==> config.mk <==
export PLATFORM = sky130hd
export DESIGN_NAME = krr_cell
export DESIGN_NICKNAME = d
export VERILOG_FILES = /design/src/hw/rtl/krr_pkg.sv /design/src/hw/rtl/krr_cell.sv
export SDC_FILE = /design/constraint.sdc
export NUM_CORES = 1
export LEC_CHECK = 0
export ABC_CLOCK_PERIOD_IN_PS = 8060
export BUFFER_PORTS_ARGS = -buffer_cell sky130_fd_sc_hd__buf_2
export CORE_AREA = 2 2 96 98
export DETAILED_ROUTE_END_ITERATION = 10
export DIE_AREA = 0 0 98 100
export GPL_ROUTABILITY_DRIVEN = 0
export MAX_ROUTING_LAYER = met4
export PLACE_DENSITY = 0.82
export SYNTH_ARGS = -nofsm -noshare
export SYNTH_HDL_FRONTEND = slang
export SYNTH_SLANG_ARGS = --single-unit
==> constraint.sdc <==
create_clock -name clk -period 8.06 [get_ports clk]
set_input_delay 0.806 -clock clk [delete_from_list [all_inputs] [get_ports clk]]
set_output_delay 0.806 -clock clk [all_outputs]
set_load 0.05 [all_outputs]
==> src/hw/rtl/krr_pkg.sv <==
// Shared widths, codes and bus types of the keyed round-robin slot allocator.
package krr_pkg;

  localparam int IP_W        = 32;
  localparam int TAIL_W      = 24;
  localparam int OUI_W       = 24;
  localparam int SLOT_W      = 6;
  localparam int SEL_SPAN    = 64;
  localparam int MODE_W      = 2;
  localparam int STATUS_W    = 3;
  localparam int MAC_W       = 48;
  localparam int POOL_SIZE_W = 7;
  localparam int CFG_IDX_W   = 1;
  localparam int CFG_DATA_W  = 24;

  localparam logic [POOL_SIZE_W-1:0] POOL_SIZE_RST = 7'd64;

  // Request codes carried by an input item.
  typedef enum logic [MODE_W-1:0] {
    MODE_ALLOC   = 2'd0,
    MODE_RELEASE = 2'd1,
    MODE_LOAD    = 2'd2
  } krr_mode_t;

  // Result codes.
  typedef enum logic [STATUS_W-1:0] {
    ST_EXIST    = 3'd0,
    ST_NEW      = 3'd1,
    ST_RELEASED = 3'd2,
    ST_NOTFOUND = 3'd3,
    ST_FULL     = 3'd4,
    ST_ZERO_IP  = 3'd5,
    ST_LOADED   = 3'd6
  } krr_status_t;

  // Configuration register indexes.
  typedef enum logic [CFG_IDX_W-1:0] {
    CFG_POOL_SIZE  = 1'd0,
    CFG_OUI_PREFIX = 1'd1
  } krr_cfg_t;

  // Candidate kinds, ordered so that a larger code wins.
  typedef enum logic [1:0] {
    KIND_NONE = 2'd0,
    KIND_WRAP = 2'd1,
    KIND_FREE = 2'd2,
    KIND_HIT  = 2'd3
  } krr_kind_t;

  // Search token that walks the cell chain.
  typedef struct packed {
    logic              active;
    logic              alloc;
    logic [IP_W-1:0]   ip;
    krr_kind_t         kind;
    logic [TAIL_W-1:0] tail;
  } krr_tok_t;

  // Owner write broadcast to the cells.
  typedef struct packed {
    logic            en;
    logic            claim;
    logic [IP_W-1:0] ip;
  } krr_wr_t;

  // Tail load broadcast to the cells.
  typedef struct packed {
    logic              en;
    logic [SLOT_W-1:0] sel;
    logic [TAIL_W-1:0] tail;
  } krr_ld_t;

endpackage

==> src/hw/rtl/krr_cell.sv <==
// One slot of the pool: owner, tail and one stage of the search token chain.
module krr_cell import krr_pkg::*; #(
  parameter int IDX = 0,
  parameter int IW  = 6,
  parameter int SW  = 7
) (
  input  logic          clk,
  input  logic          rst_n,
  input  logic [SW-1:0] size_i,
  input  logic [IW-1:0] start_i,
  input  krr_wr_t       wr_i,
  input  logic [IW-1:0] wr_idx_i,
  input  krr_ld_t       ld_i,
  input  krr_tok_t      tok_i,
  input  logic [IW-1:0] idx_i,
  output krr_tok_t      tok_o,
  output logic [IW-1:0] idx_o
);

  logic              owner_vld_r;
  logic [IP_W-1:0]   owner_r;
  logic [TAIL_W-1:0] tail_r;
  krr_tok_t          tok_r;
  logic [IW-1:0]     idx_r;

  logic      in_pool;
  logic      hit;
  logic      free;
  krr_kind_t kind;
  krr_tok_t  tok_nxt;
  logic [IW-1:0] idx_nxt;

  // Compare this slot against the passing token.
  always_comb begin
    in_pool = SW'(IDX) < size_i;
    hit     = tok_i.active && in_pool && owner_vld_r && (owner_r == tok_i.ip);
    free    = tok_i.active && tok_i.alloc && in_pool && !owner_vld_r;
    if (hit) begin
      kind = KIND_HIT;
    end else if (free) begin
      kind = (IW'(IDX) >= start_i) ? KIND_FREE : KIND_WRAP;
    end else begin
      kind = KIND_NONE;
    end
    tok_nxt = tok_i;
    idx_nxt = idx_i;
    // A better candidate replaces the carried one; the first of each kind wins.
    if (kind > tok_i.kind) begin
      tok_nxt.kind = kind;
      tok_nxt.tail = tail_r;
      idx_nxt      = IW'(IDX);
    end
  end

  // Slot storage and token stage.
  always_ff @(posedge clk) begin
    if (!rst_n) begin
      owner_vld_r  <= 1'b0;
      tail_r       <= '0;
      tok_r.active <= 1'b0;
    end else begin
      if (wr_i.en && (wr_idx_i == IW'(IDX))) begin
        owner_vld_r <= wr_i.claim;
      end
      if (ld_i.en && (IDX < SEL_SPAN) && (ld_i.sel == SLOT_W'(IDX))) begin
        tail_r <= ld_i.tail;
      end
      tok_r.active <= tok_nxt.active;
    end
    if (wr_i.en && (wr_idx_i == IW'(IDX))) begin
      owner_r <= wr_i.ip;
    end
    tok_r.alloc <= tok_nxt.alloc;
    tok_r.ip    <= tok_nxt.ip;
    tok_r.kind  <= tok_nxt.kind;
    tok_r.tail  <= tok_nxt.tail;
    idx_r       <= idx_nxt;
  end

  assign tok_o = tok_r;
  assign idx_o = idx_r;

endmodule

# [Word-level counts from Yosys, hierarchy flattened]
# Index checks and enable logic that the tools add are counted.
[totals] word_cells=28 ff_bits=123 input_bits=152 out_inout_bits=66
[classes] n_reduce_logical=11 n_eq_ne=1 muxes=4 n_lt_le_gt_ge=3
[ops] op="equality test 32 bit" count=1
[ops] op="two-way mux 26 bit" count=1
[ops] op="logical NOT 6 bit" count=2
[ops] op="logical AND 1 bit" count=8
[ops] op="< comparator 1 x 7 -> 1 bit (first input constant)" count=1
[ops] op="greater-or-equal comparator 1 x 6 -> 1 bit (first input constant)" count=1
[ops] op="two-way mux 2 bit" count=3
[ops] op="> comparator 2 bit" count=1
[ops] op="logical NOT 1 bit" count=1

# [Depth between registers and ports, before layout]
# Gate-level depths: netlist (run 1).
[depth] word_depth=7 depth_mapped=12 depth_no_buf=11

# [Least setup slack after synthesis (run 1)]
# OpenSTA, ideal clock, no wires.
[synth_path] path_kind="in2reg" from="in wr_idx_i[2]" to="reg owner_vld_r" slack_ns=4.382 setup_time_ns=0.117 cell_stages=4 t_arrival_ns=3.561 path_cell_list="or4b_1 -> nor4_2 -> mux2i_1 -> nor2b_1"
[synth_via] elab_chain_len=2
[synth_lines] element="from (decl)" line="krr_cell.sv:12" source="input logic [IW-1:0] wr_idx_i,"
[synth_lines] element="logical NOT 6 bit" line="krr_cell.sv:62" source="if (wr_i.en && (wr_idx_i == IW'(IDX))) begin"
[synth_lines] element="logical AND 1 bit" line="krr_cell.sv:62"
[synth_lines] element="to (signal assigned)" line="krr_cell.sv:63" source="owner_vld_r <= wr_i.claim;"
[synth_lines] element="to (decl)" line="krr_cell.sv:20" source="logic owner_vld_r;"
# No other way between the ends.
# A chain may end at the register's enable or synchronous reset.

==> results of run 1 <==
==> per-layer routing <==
metal	part of all wire [%]	routed length [um]	vias up
met2	53	4980	122
met1	40	3710	1433
met4	1.7	155	0
met5	0	0	-
li1	-	-	1557
met3	5.6	528	12
==> path summary, 6_finish.rpt <==
kind,start,to,slack [ns]
setup / recovery,size_i[2],tok_o[24]$_DFF_P_,5.25
hold reg to reg,tail_r[20]$_SDFFE_PN0P_,tok_o[20]$_DFF_P_,0.44
setup reg to reg,owner_r[26]$_DFFE_PP_,idx_o[4]$_SDFF_PN0_,5.53
hold / removal,tok_i[56],tok_o[56]$_DFF_P_,0.44
==> metrics by stage <==
stage / cells / hold WS, ns / area, sq um / worst slack [ns] / util [%]
floorplan: 331 / 0.415 / 4080 / 4.38 / -
global placement: 653 / 0.427 / 5310 / 4.82 / 59.7
detailed placement: 653 / 0.431 / 5310 / 4.74 / 59.7
CTS: 685 / 0.408 / 5920 / 5.27 / 66.6
global route: 685 / 0.405 / 5920 / 5.13 / 66.6
finish: 685 / 0.435 / 5920 / 5.25 / 66.6
==> sequential cells by signal, indices dropped and copies added, names as in the netlist <==
| signal | flops |
|---|---|
| tok_o | 60 |
| idx_o | 6 |
| owner_r | 32 |
| owner_vld_r | 1 |
| tail_r | 24 |
==> area by class of cell <==
type                            instances  area (sq um)  share of cell area [%]
Tap cell                              111           139                    2.34
Clock inverter                         10          98.8                    1.67
Multi-Input combinational cell        196          1270                    21.4
Sequential cell                       123          2780                    47.0
Clock buffer                           22           518                    8.74
Timing Repair Buffer                  220          1110                    18.7
Inverter                                3          11.3                   0.190
==> cells in the final DEF (no fill, tap or decap), drive strengths merged <==
cell	count
nor3	3
dfxtp	91
nand2b	1
xor2	7
inv	6
bufinv	1
clkinv	3
clkbuf	22
or3b	1
o41ai	1
a31oi	1
nor4b	1
o21ai	2
nor4	4
nand4	7
or4	1
or4b	1
clkinvlp	3
ha	3
and2	8
o21a	1
mux2i	25
and3	1
nor2	2
edfxtp	32
nand2	75
buf	220
xnor2	25
nor2b	26
==> report_power, final <==
group	total [mW]	internal [mW]	switching (mW)
Clock	0.755	0.486	0.269
Combinational	0.176	0.0565	0.119
Sequential	0.663	0.657	0.00581
Total	1.59	1.20	0.395
==> cells by family (layout without fill, tap and decap cells) <==
logic type                 count (synthesis)  in the layout  share of synthesized area, %
xor gates and xnor gates                  32             32                          6.86
buffers and inverters                     12            255                          1.16
DFF                                      123            123                          68.1
muxes                                     25             25                          6.13
AOI/OAI and AO/OA                          5              5                         0.980
and+or+nand+nor                          131            131                          15.8
adders and majority gates                  3              3                         0.919
==> worst max-delay path, stage by stage <==
cell	delay [ns]
buf_2	0.10
or4_4	0.54
o41ai_2	0.32
nor3_1	0.11
nand4_1	0.15
o21ai_0	0.11
ha_1	0.30
nor2b_1	0.15
o21ai_2	0.08
inv_2	0.32
nor2_1	0.07
a31oi_1	0.16
==> impl_metrics.json, run 1 <==
{
  "clk_latency_ns": 0.49,
  "met2_usage_pct": 34.1,
  "ys_ff_latch": 123,
  "io_pins": 218,
  "n_fill_cell": 709,
  "drive_gt1_share_pct": 44.8,
  "post_cts_buffers": 0,
  "synthToLayoutAreaGrowth_pct": 45.1,
  "drtIter0Drc": 76,
  "yosysWarnings": 0,
  "synth.cell_area_sq_um": 4080,
  "post_cts_resize_count": 0,
  "synth.avg_cell_area_sq_um": 12.3,
  "synth_most_common_cell": "dfxtp_1",
  "crit_path_end_kind": "flip-flop",
  "wl_per_cell_um": 13.7,
  "fp.dieW_um": 98,
  "via_count": 3124,
  "antenna_found_initial": 0,
  "max-vdd-ir-drop_mv": 0.158,
  "crit_required_ns": 8.47,
  "period_needed_ns": 2.81,
  "crit_fanout": 26,
  "dieArea_sq_um": 9800,
  "synth_top_area_cell": "dfxtp_1",
  "cts_tree": "done",
  "hpwlAfterDp_um": 7330,
  "setup-violations-final": 0,
  "grt_pass1_wl_um": 14700,
  "postRouteAntennaNets": 0,
  "synth_edf_count": 32,
  "syn_inst": 331,
  "holdBufCountCts": 0,
  "rsz0062_at_grt": "false",
  "path_class": "in -> reg",
  "arrival_ns": 3.22,
  "cts_max_level": 4,
  "fmaxAchievable_ghz": 0.355,
  "dr.pass1.iters": 4,
  "wl_um": 9370,
  "r2r_cells": 10,
  "total_power_mw": 1.59,
  "power.density_nw_per_um2": 269,
  "cts.clk_slew.worst_paths_ns": 0.06,
  "grt_use_total_pct": 20.0,
  "final_max_slew_viol_count": 0,
  "setup_tns_ns": 0,
  "vias_per_cell": 4.56,
  "rows": 35,
  "fin_nets": 716,
  "top_usage_layer": "met2",
  "max_cap_viol_count": 0,
  "root_buffer": "clkbuf_8",
  "synth.top_cells.by_count": "dfxtp_1 (91), nand2_1 (74), edfxtp_1 (32)",
  "p_leak_nw": 2.87,
  "met1_usage_pct": 22.3,
  "relSlewSlack_pct": 38.5,
  "diodes": 0,
  "status": "finished clean",
  "synth.distinct_cells": 30,
  "ys_seq_area_share_pct": 68.1,
  "synth_top_area_share_pct": 44.6,
  "grt_max_degree": 31,
  "grtUsageMet3_pct": 5.78,
  "cts_num_sinks": 123,
  "hold_viol": 0,
  "fp.dieH_um": 100,
  "hp-class": "in -> reg",
  "syn_nets": 486,
  "finalCritPeriodShare_pct": 34.9,
  "fin_skew_ns": 0.0109,
  "first_global_vias": 3135,
  "async_reset_ff_share_pct": 0,
  "clock_path_buffers": 2,
  "tightest_slew_ns": 0.916,
  "grt_overflow": 0,
  "numCtsBuffers": 17,
  "synth_flop_cell": "dfxtp_1",
  "cp-start-kind": "primary input",
  "io_buffer_count": 217,
  "core_sq_um": 8890,
  "min_path_cells": 1,
  "initial_utilization_pct": 45.9,
  "synth_area_leaders": "dfxtp_1 (45%), edfxtp_1 (24%), nand2_1 (6.8%), mux2i_1 (6.1%), xnor2_1 (5.4%)",
  "drc": 0
}
No activity file was read; power rests on OpenSTA's default activity.
==> run 2: changes to the inputs <==
ABC_CLOCK_PERIOD_IN_PS = 2800   (was 8060)
CORE_AREA = 2 2 100 102   (was 2 2 96 98)
DIE_AREA = 0 0 102 104   (was 0 0 98 100)
PLACE_DENSITY = 0.76   (was 0.82)
clock period = 2.8 ns   (was 8.06 ns; I/O delays follow)
==> impl_metrics.json, run 2 (same netlist as run 1, synthesis figures left out) <==
{
  "cts_max_level": 4,
  "hpwlAfterDp_um": 6980,
  "period_needed_ns": 2.67,
  "finalCritPeriodShare_pct": 95.5,
  "grt_overflow": 0,
  "antenna_found_initial": 3,
  "crit_path_end_kind": "flip-flop",
  "hp-class": "in -> reg",
  "initial_utilization_pct": 42.8,
  "dr.pass1.iters": 4,
  "n_fill_cell": 656,
  "final_cell_mix": "buf_2 (217), dlygate4sd3_1 (95), dfxtp_1 (91)",
  "first_global_vias": 3846,
  "crit_required_ns": 3.25,
  "clock_path_buffers": 2,
  "drive_gt1_share_pct": 38.2,
  "hold_viol": 0,
  "grt_max_degree": 34,
  "dr_wl_met2_um": 6530,
  "numCtsBuffers": 17,
  "cts_num_sinks": 123,
  "final_common_cell": "buf_2",
  "relSlewSlack_pct": 66.8,
  "vias_per_cell": 4.42,
  "tightest_slew_ns": 0.493,
  "setup-violations-final": 0,
  "dieArea_sq_um": 10600,
  "p_leak_nw": 3.28,
  "drtIter0Drc": 132,
  "status": "finished clean",
  "fin_skew_ns": 0.0105,
  "fin_hold_ws_ns": 0.0252,
  "power.density_nw_per_um2": 675,
  "cts.clk_slew.worst_paths_ns": 0.06,
  "cp-start-kind": "primary input",
  "total_power_mw": 4.66,
  "fp.dieW_um": 102,
  "max-vdd-ir-drop_mv": 0.392,
  "wl_per_cell_um": 14.6,
  "max_cap_viol_count": 0,
  "route.met3.wl_um": 603,
  "fp.dieH_um": 104,
  "cts_tree": "done",
  "arrival_ns": 3.12,
  "top_layer": "met4",
  "fin_nets": 814,
  "setup_tns_ns": 0,
  "final_max_slew_viol_count": 0,
  "grt_pass1_wl_um": 17900,
  "rsz0062_at_grt": "false",
  "fmaxAchievable_ghz": 0.374,
  "largest_reg_flops": 60,
  "rows": 36,
  "postRouteAntennaNets": 0,
  "via_count": 3575,
  "root_buffer": "clkbuf_8",
  "synthToLayoutAreaGrowth_pct": 69.1,
  "io_buffer_count": 217,
  "wl_um": 11800,
  "clk_latency_ns": 0.51,
  "crit_fanout": 25,
  "path_class": "in -> reg",
  "core_sq_um": 9550,
  "post_cts_buffers": 0,
  "drc": 0,
  "io_pins": 218,
  "grt_use_total_pct": 23.2,
  "wl_met1_um": 4170
}
-- run 2: worst max-delay path, stage by stage --
cell           delay [ns]
dlygate4sd3_1        0.54
buf_2                0.14
xor2_1               0.15
nor4_1               0.48
and3_1               0.24
nand4_1              0.10
buf_4                0.17
and2_1               0.13
ha_1                 0.26
nand2_1              0.05
o21ai_2              0.08
buf_4                0.31
nand2_1              0.10
nand2_1              0.08
-- run 2: per-stage QoR --
step	worst slack, ns	cell area (sq um)	std cells	utilization (%)
5_1_grt	0.0144	6910	808	72.3
4_1_cts	0.163	6900	805	72.2
6_report	0.125	6910	808	72.3
3_5_place_dp	0.164	5370	678	56.2
3_3_place_gp	0.238	5370	678	56.2
2_1_floorplan	0.315	4090	331	-
-- run 2: timing repair --
action	4_1_cts	5_1_grt
gates resized for setup	0	0
hold endpoints to repair	95	0
hold buffers	95	0
setup endpoints to repair	0	0
-- run 2: area by class of cell --
| type | count | area (sq um) | share of cell area (%) |
|---|---|---|---|
| sequential | 123 | 2780 | 40.3 |
| timing repair buffer | 318 | 2090 | 30.3 |
| multi-input combinational | 196 | 1270 | 18.3 |
| inverter | 3 | 11.3 | 0.163 |
| antenna | 3 | 7.51 | 0.109 |
| clock buffer | 23 | 457 | 6.61 |
| tap | 133 | 166 | 2.41 |
| clock inverter | 9 | 120 | 1.74 |
-- run 2: power by group --
| part | switching (mW) | leakage, nW | internal (mW) | total [mW] |
|---|---|---|---|---|
| clock network | 0.732 | 0.289 | 1.39 | 2.12 |
| logic | 0.371 | 1.95 | 0.255 | 0.626 |
| registers | 0.0179 | 1.05 | 1.89 | 1.91 |
-- run 2: path summary, 6_finish.rpt --
kind | start | depth (start not counted) | slack (ns) | end
min | ld_i[6] | 3 | 0.03 | tail_r[6]$_SDFFE_PN0P_
max reg2reg | owner_r[14]$_DFFE_PP_ | 12 | 0.21 | tok_o[23]$_DFF_P_
max | tok_i[40] | 14 | 0.13 | tok_o[23]$_DFF_P_
min reg2reg | tail_r[10]$_SDFFE_PN0P_ | 2 | 0.44 | tok_o[10]$_DFF_P_
-- run 2: routing by layer --
| layer | vias to the layer above | global-route usage, % |
|---|---|---|
| met1 | 1625 | 21.7 |
| met5 | - | - |
| li1 | 1760 | - |
| met3 | 46 | 6.79 |
| met4 | 0 | 13.2 |
| met2 | 144 | 41.1 |
==> run 3: changes to the inputs <==
--- a/config.mk
+++ b/config.mk
@@ -7,10 +7,9 @@
 export LEC_CHECK = 0
-export ABC_CLOCK_PERIOD_IN_PS = 2800
 export BUFFER_PORTS_ARGS = -buffer_cell sky130_fd_sc_hd__buf_2
-export CORE_AREA = 2 2 100 102
+export CORE_AREA = 2 2 105 107
 export DETAILED_ROUTE_END_ITERATION = 10
-export DIE_AREA = 0 0 102 104
+export DIE_AREA = 0 0 107 109
 export GPL_ROUTABILITY_DRIVEN = 0
 export MAX_ROUTING_LAYER = met4
-export PLACE_DENSITY = 0.76
+export PLACE_DENSITY = 0.73
 export SYNTH_ARGS = -nofsm -noshare
==> constraint.sdc (replaced) <==
create_clock -name clk -period 2.44 [get_ports clk]
set_input_delay 0.488 -clock clk [delete_from_list [all_inputs] [get_ports clk]]
set_output_delay 0.488 -clock clk [all_outputs]
set_load 0.05 [all_outputs]
==> impl_metrics.json, run 3 (same netlist as run 1, synthesis figures left out) <==
{
  "wl_per_cell_um": 14.0,
  "status": "finished with violations",
  "drtIter0Drc": 71,
  "grt_use_total_pct": 18.5,
  "crit_fanout": 6,
  "wl_um": 10100,
  "dr.pass1.iters": 4,
  "cts_num_sinks": 123,
  "clk_latency_ns": 0.51,
  "antenna_found_initial": 0,
  "path_class": "reg -> reg",
  "fp.dieH_um": 109,
  "drc": 0,
  "crit_family": "simple AND/OR/NAND/NOR gates",
  "initial_utilization_pct": 38.5,
  "vias_per_cell": 4.42,
  "p_leak_nw": 2.98,
  "dieArea_sq_um": 11700,
  "crit_required_ns": 2.84,
  "fp.dieW_um": 107,
  "setup_ws_ns": -0.0312,
  "cp-start-kind": "flip-flop",
  "cts_tree": "done",
  "path_buf_inv": 4,
  "fin_util_pct": 58.3,
  "r2r_cells": 14,
  "final_max_slew_viol_count": 0,
  "grt_pass1_wl_um": 15500,
  "period_needed_ns": 2.47,
  "cts_max_level": 4,
  "final_cell_mix": "buf_2 (217), dfxtp_1 (91), nand2_1 (63)",
  "diodes": 0,
  "max-vdd-ir-drop_mv": 0.516,
  "arrival_ns": 2.87,
  "root_buffer": "clkbuf_8",
  "relSlewSlack_pct": 72.1,
  "power.density_nw_per_um2": 857,
  "io_pins": 218,
  "cp.depth": 14,
  "route.met3.wl_um": 756,
  "min_path_cells": 1,
  "grt_max_degree": 31,
  "cp_cell_sequence": "xnor2_1 > nand4_1 > nor4_2 > buf_4 > nand4_1 > buf_4 > and2_4 > ha_4 > nand2_4 > o21ai_4 > inv_4 > buf_12 > nand2_1 > nand2_1",
  "via_count": 3212,
  "hp-class": "in -> reg",
  "postRouteAntennaNets": 0,
  "hold_viol": 0,
  "clock_path_buffers": 2,
  "final_common_cell": "buf_2",
  "max_cap_viol_count": 0,
  "largest_reg_flops": 60,
  "setup-violations-final": 19,
  "synthToLayoutAreaGrowth_pct": 51.4,
  "top_layer": "met4",
  "first_global_vias": 3331,
  "cts.clk_slew.worst_paths_ns": 0.06,
  "hpwlAfterDp_um": 7320,
  "drive_gt1_share_pct": 48.8,
  "total_power_mw": 5.30,
  "fin_nets": 728,
  "dr_wl_met2_um": 5340,
  "rows": 38,
  "fin_hold_ws_ns": 0.0958,
  "numCtsBuffers": 17,
  "rsz0062_at_grt": "true",
  "violations": "negative setup slack",
  "fin_skew_ns": 0.0120,
  "tightest_slew_ns": 0.418,
  "grt_overflow": 0,
  "cpPeakStageDelay_ns": 0.38,
  "fmaxAchievable_ghz": 0.405,
  "crit_path_end_kind": "flip-flop",
  "finalCritPeriodShare_pct": 101,
  "wl_met1_um": 3920,
  "crit_path_top_delay_cell": "edfxtp_1",
  "io_buffer_count": 217,
  "core_sq_um": 10600
}
## run 3: cell types whose count changed in the layout (fill, tap and decap cells not counted), sizes merged
cell	change
clkinv	-3
buf	+9
inv	+3
clkinvlp	+3
dlygate4sd3	-95
diode	-3
clkbuf	-2
bufinv	-1
## run 3: timing repair
action,CTS,global route
pin swaps,7,1
cloned,2,0
setup buffers,5,0
gates resized for setup,24,1
hold buffers,0,0
endpoints found under the setup margin,30,31
## run 3: worst paths after layout
path | slack [ns] | from | endpoint
setup / recovery | -0.03 | owner_r[17]$_DFFE_PP_ | tok_o[8]$_DFF_P_
hold / removal | 0.1 | tok_i[38] | tok_o[38]$_DFF_P_
setup reg to reg | -0.03 | owner_r[17]$_DFFE_PP_ | tok_o[8]$_DFF_P_
hold reg to reg | 0.44 | tail_r[3]$_SDFFE_PN0P_ | tok_o[3]$_DFF_P_
## run 3: area by class of cell
cell class	instances	area, sq um
fill	899	4420
tap	140	175
multi-input combinational	196	1350
sequential	123	2780
clock inverter	11	135
clock buffer	21	460
inverter	3	13.8
timing repair buffer	232	1260
## run 3: layer usage
layer  track usage [%]  vias up
li1                  -     1592
met1              18.7     1464
met2              33.6      148
met3              5.56        8
met4              7.42        0
met5                 -        -
## run 3: power breakdown
group          switching (mW)  total [mW]  internal, mW  leakage, nW
sequential             0.0188        2.19          2.17         1.05
combinational           0.417       0.639         0.222         1.66
clock                   0.917        2.47          1.55        0.281
## run 3: worst register-to-register path, cell delays in order, from the launching register on
cell,delay [ns]
edfxtp_1,0.38
xnor2_1,0.16
nand4_1,0.14
nor4_2,0.32
buf_4,0.16
nand4_1,0.09
buf_4,0.17
and2_4,0.14
ha_4,0.26
nand2_4,0.05
o21ai_4,0.08
inv_4,0.11
buf_12,0.16
nand2_1,0.07
nand2_1,0.05
## run 3: through the flow
step / TNS [ns] / setup slack (ns) / instance area (sq um) / std cells
3_5_place_dp: -11.01 / -0.383 / 5430 / 688
5_1_grt: -5.88 / -0.219 / 6180 / 726
6_report: -0.188 / -0.0312 / 6180 / 726
3_3_place_gp: -8.57 / -0.299 / 5430 / 688
4_1_cts: -0.679 / -0.0353 / 6180 / 726
2_1_floorplan: -5.72 / -0.134 / 4140 / 331
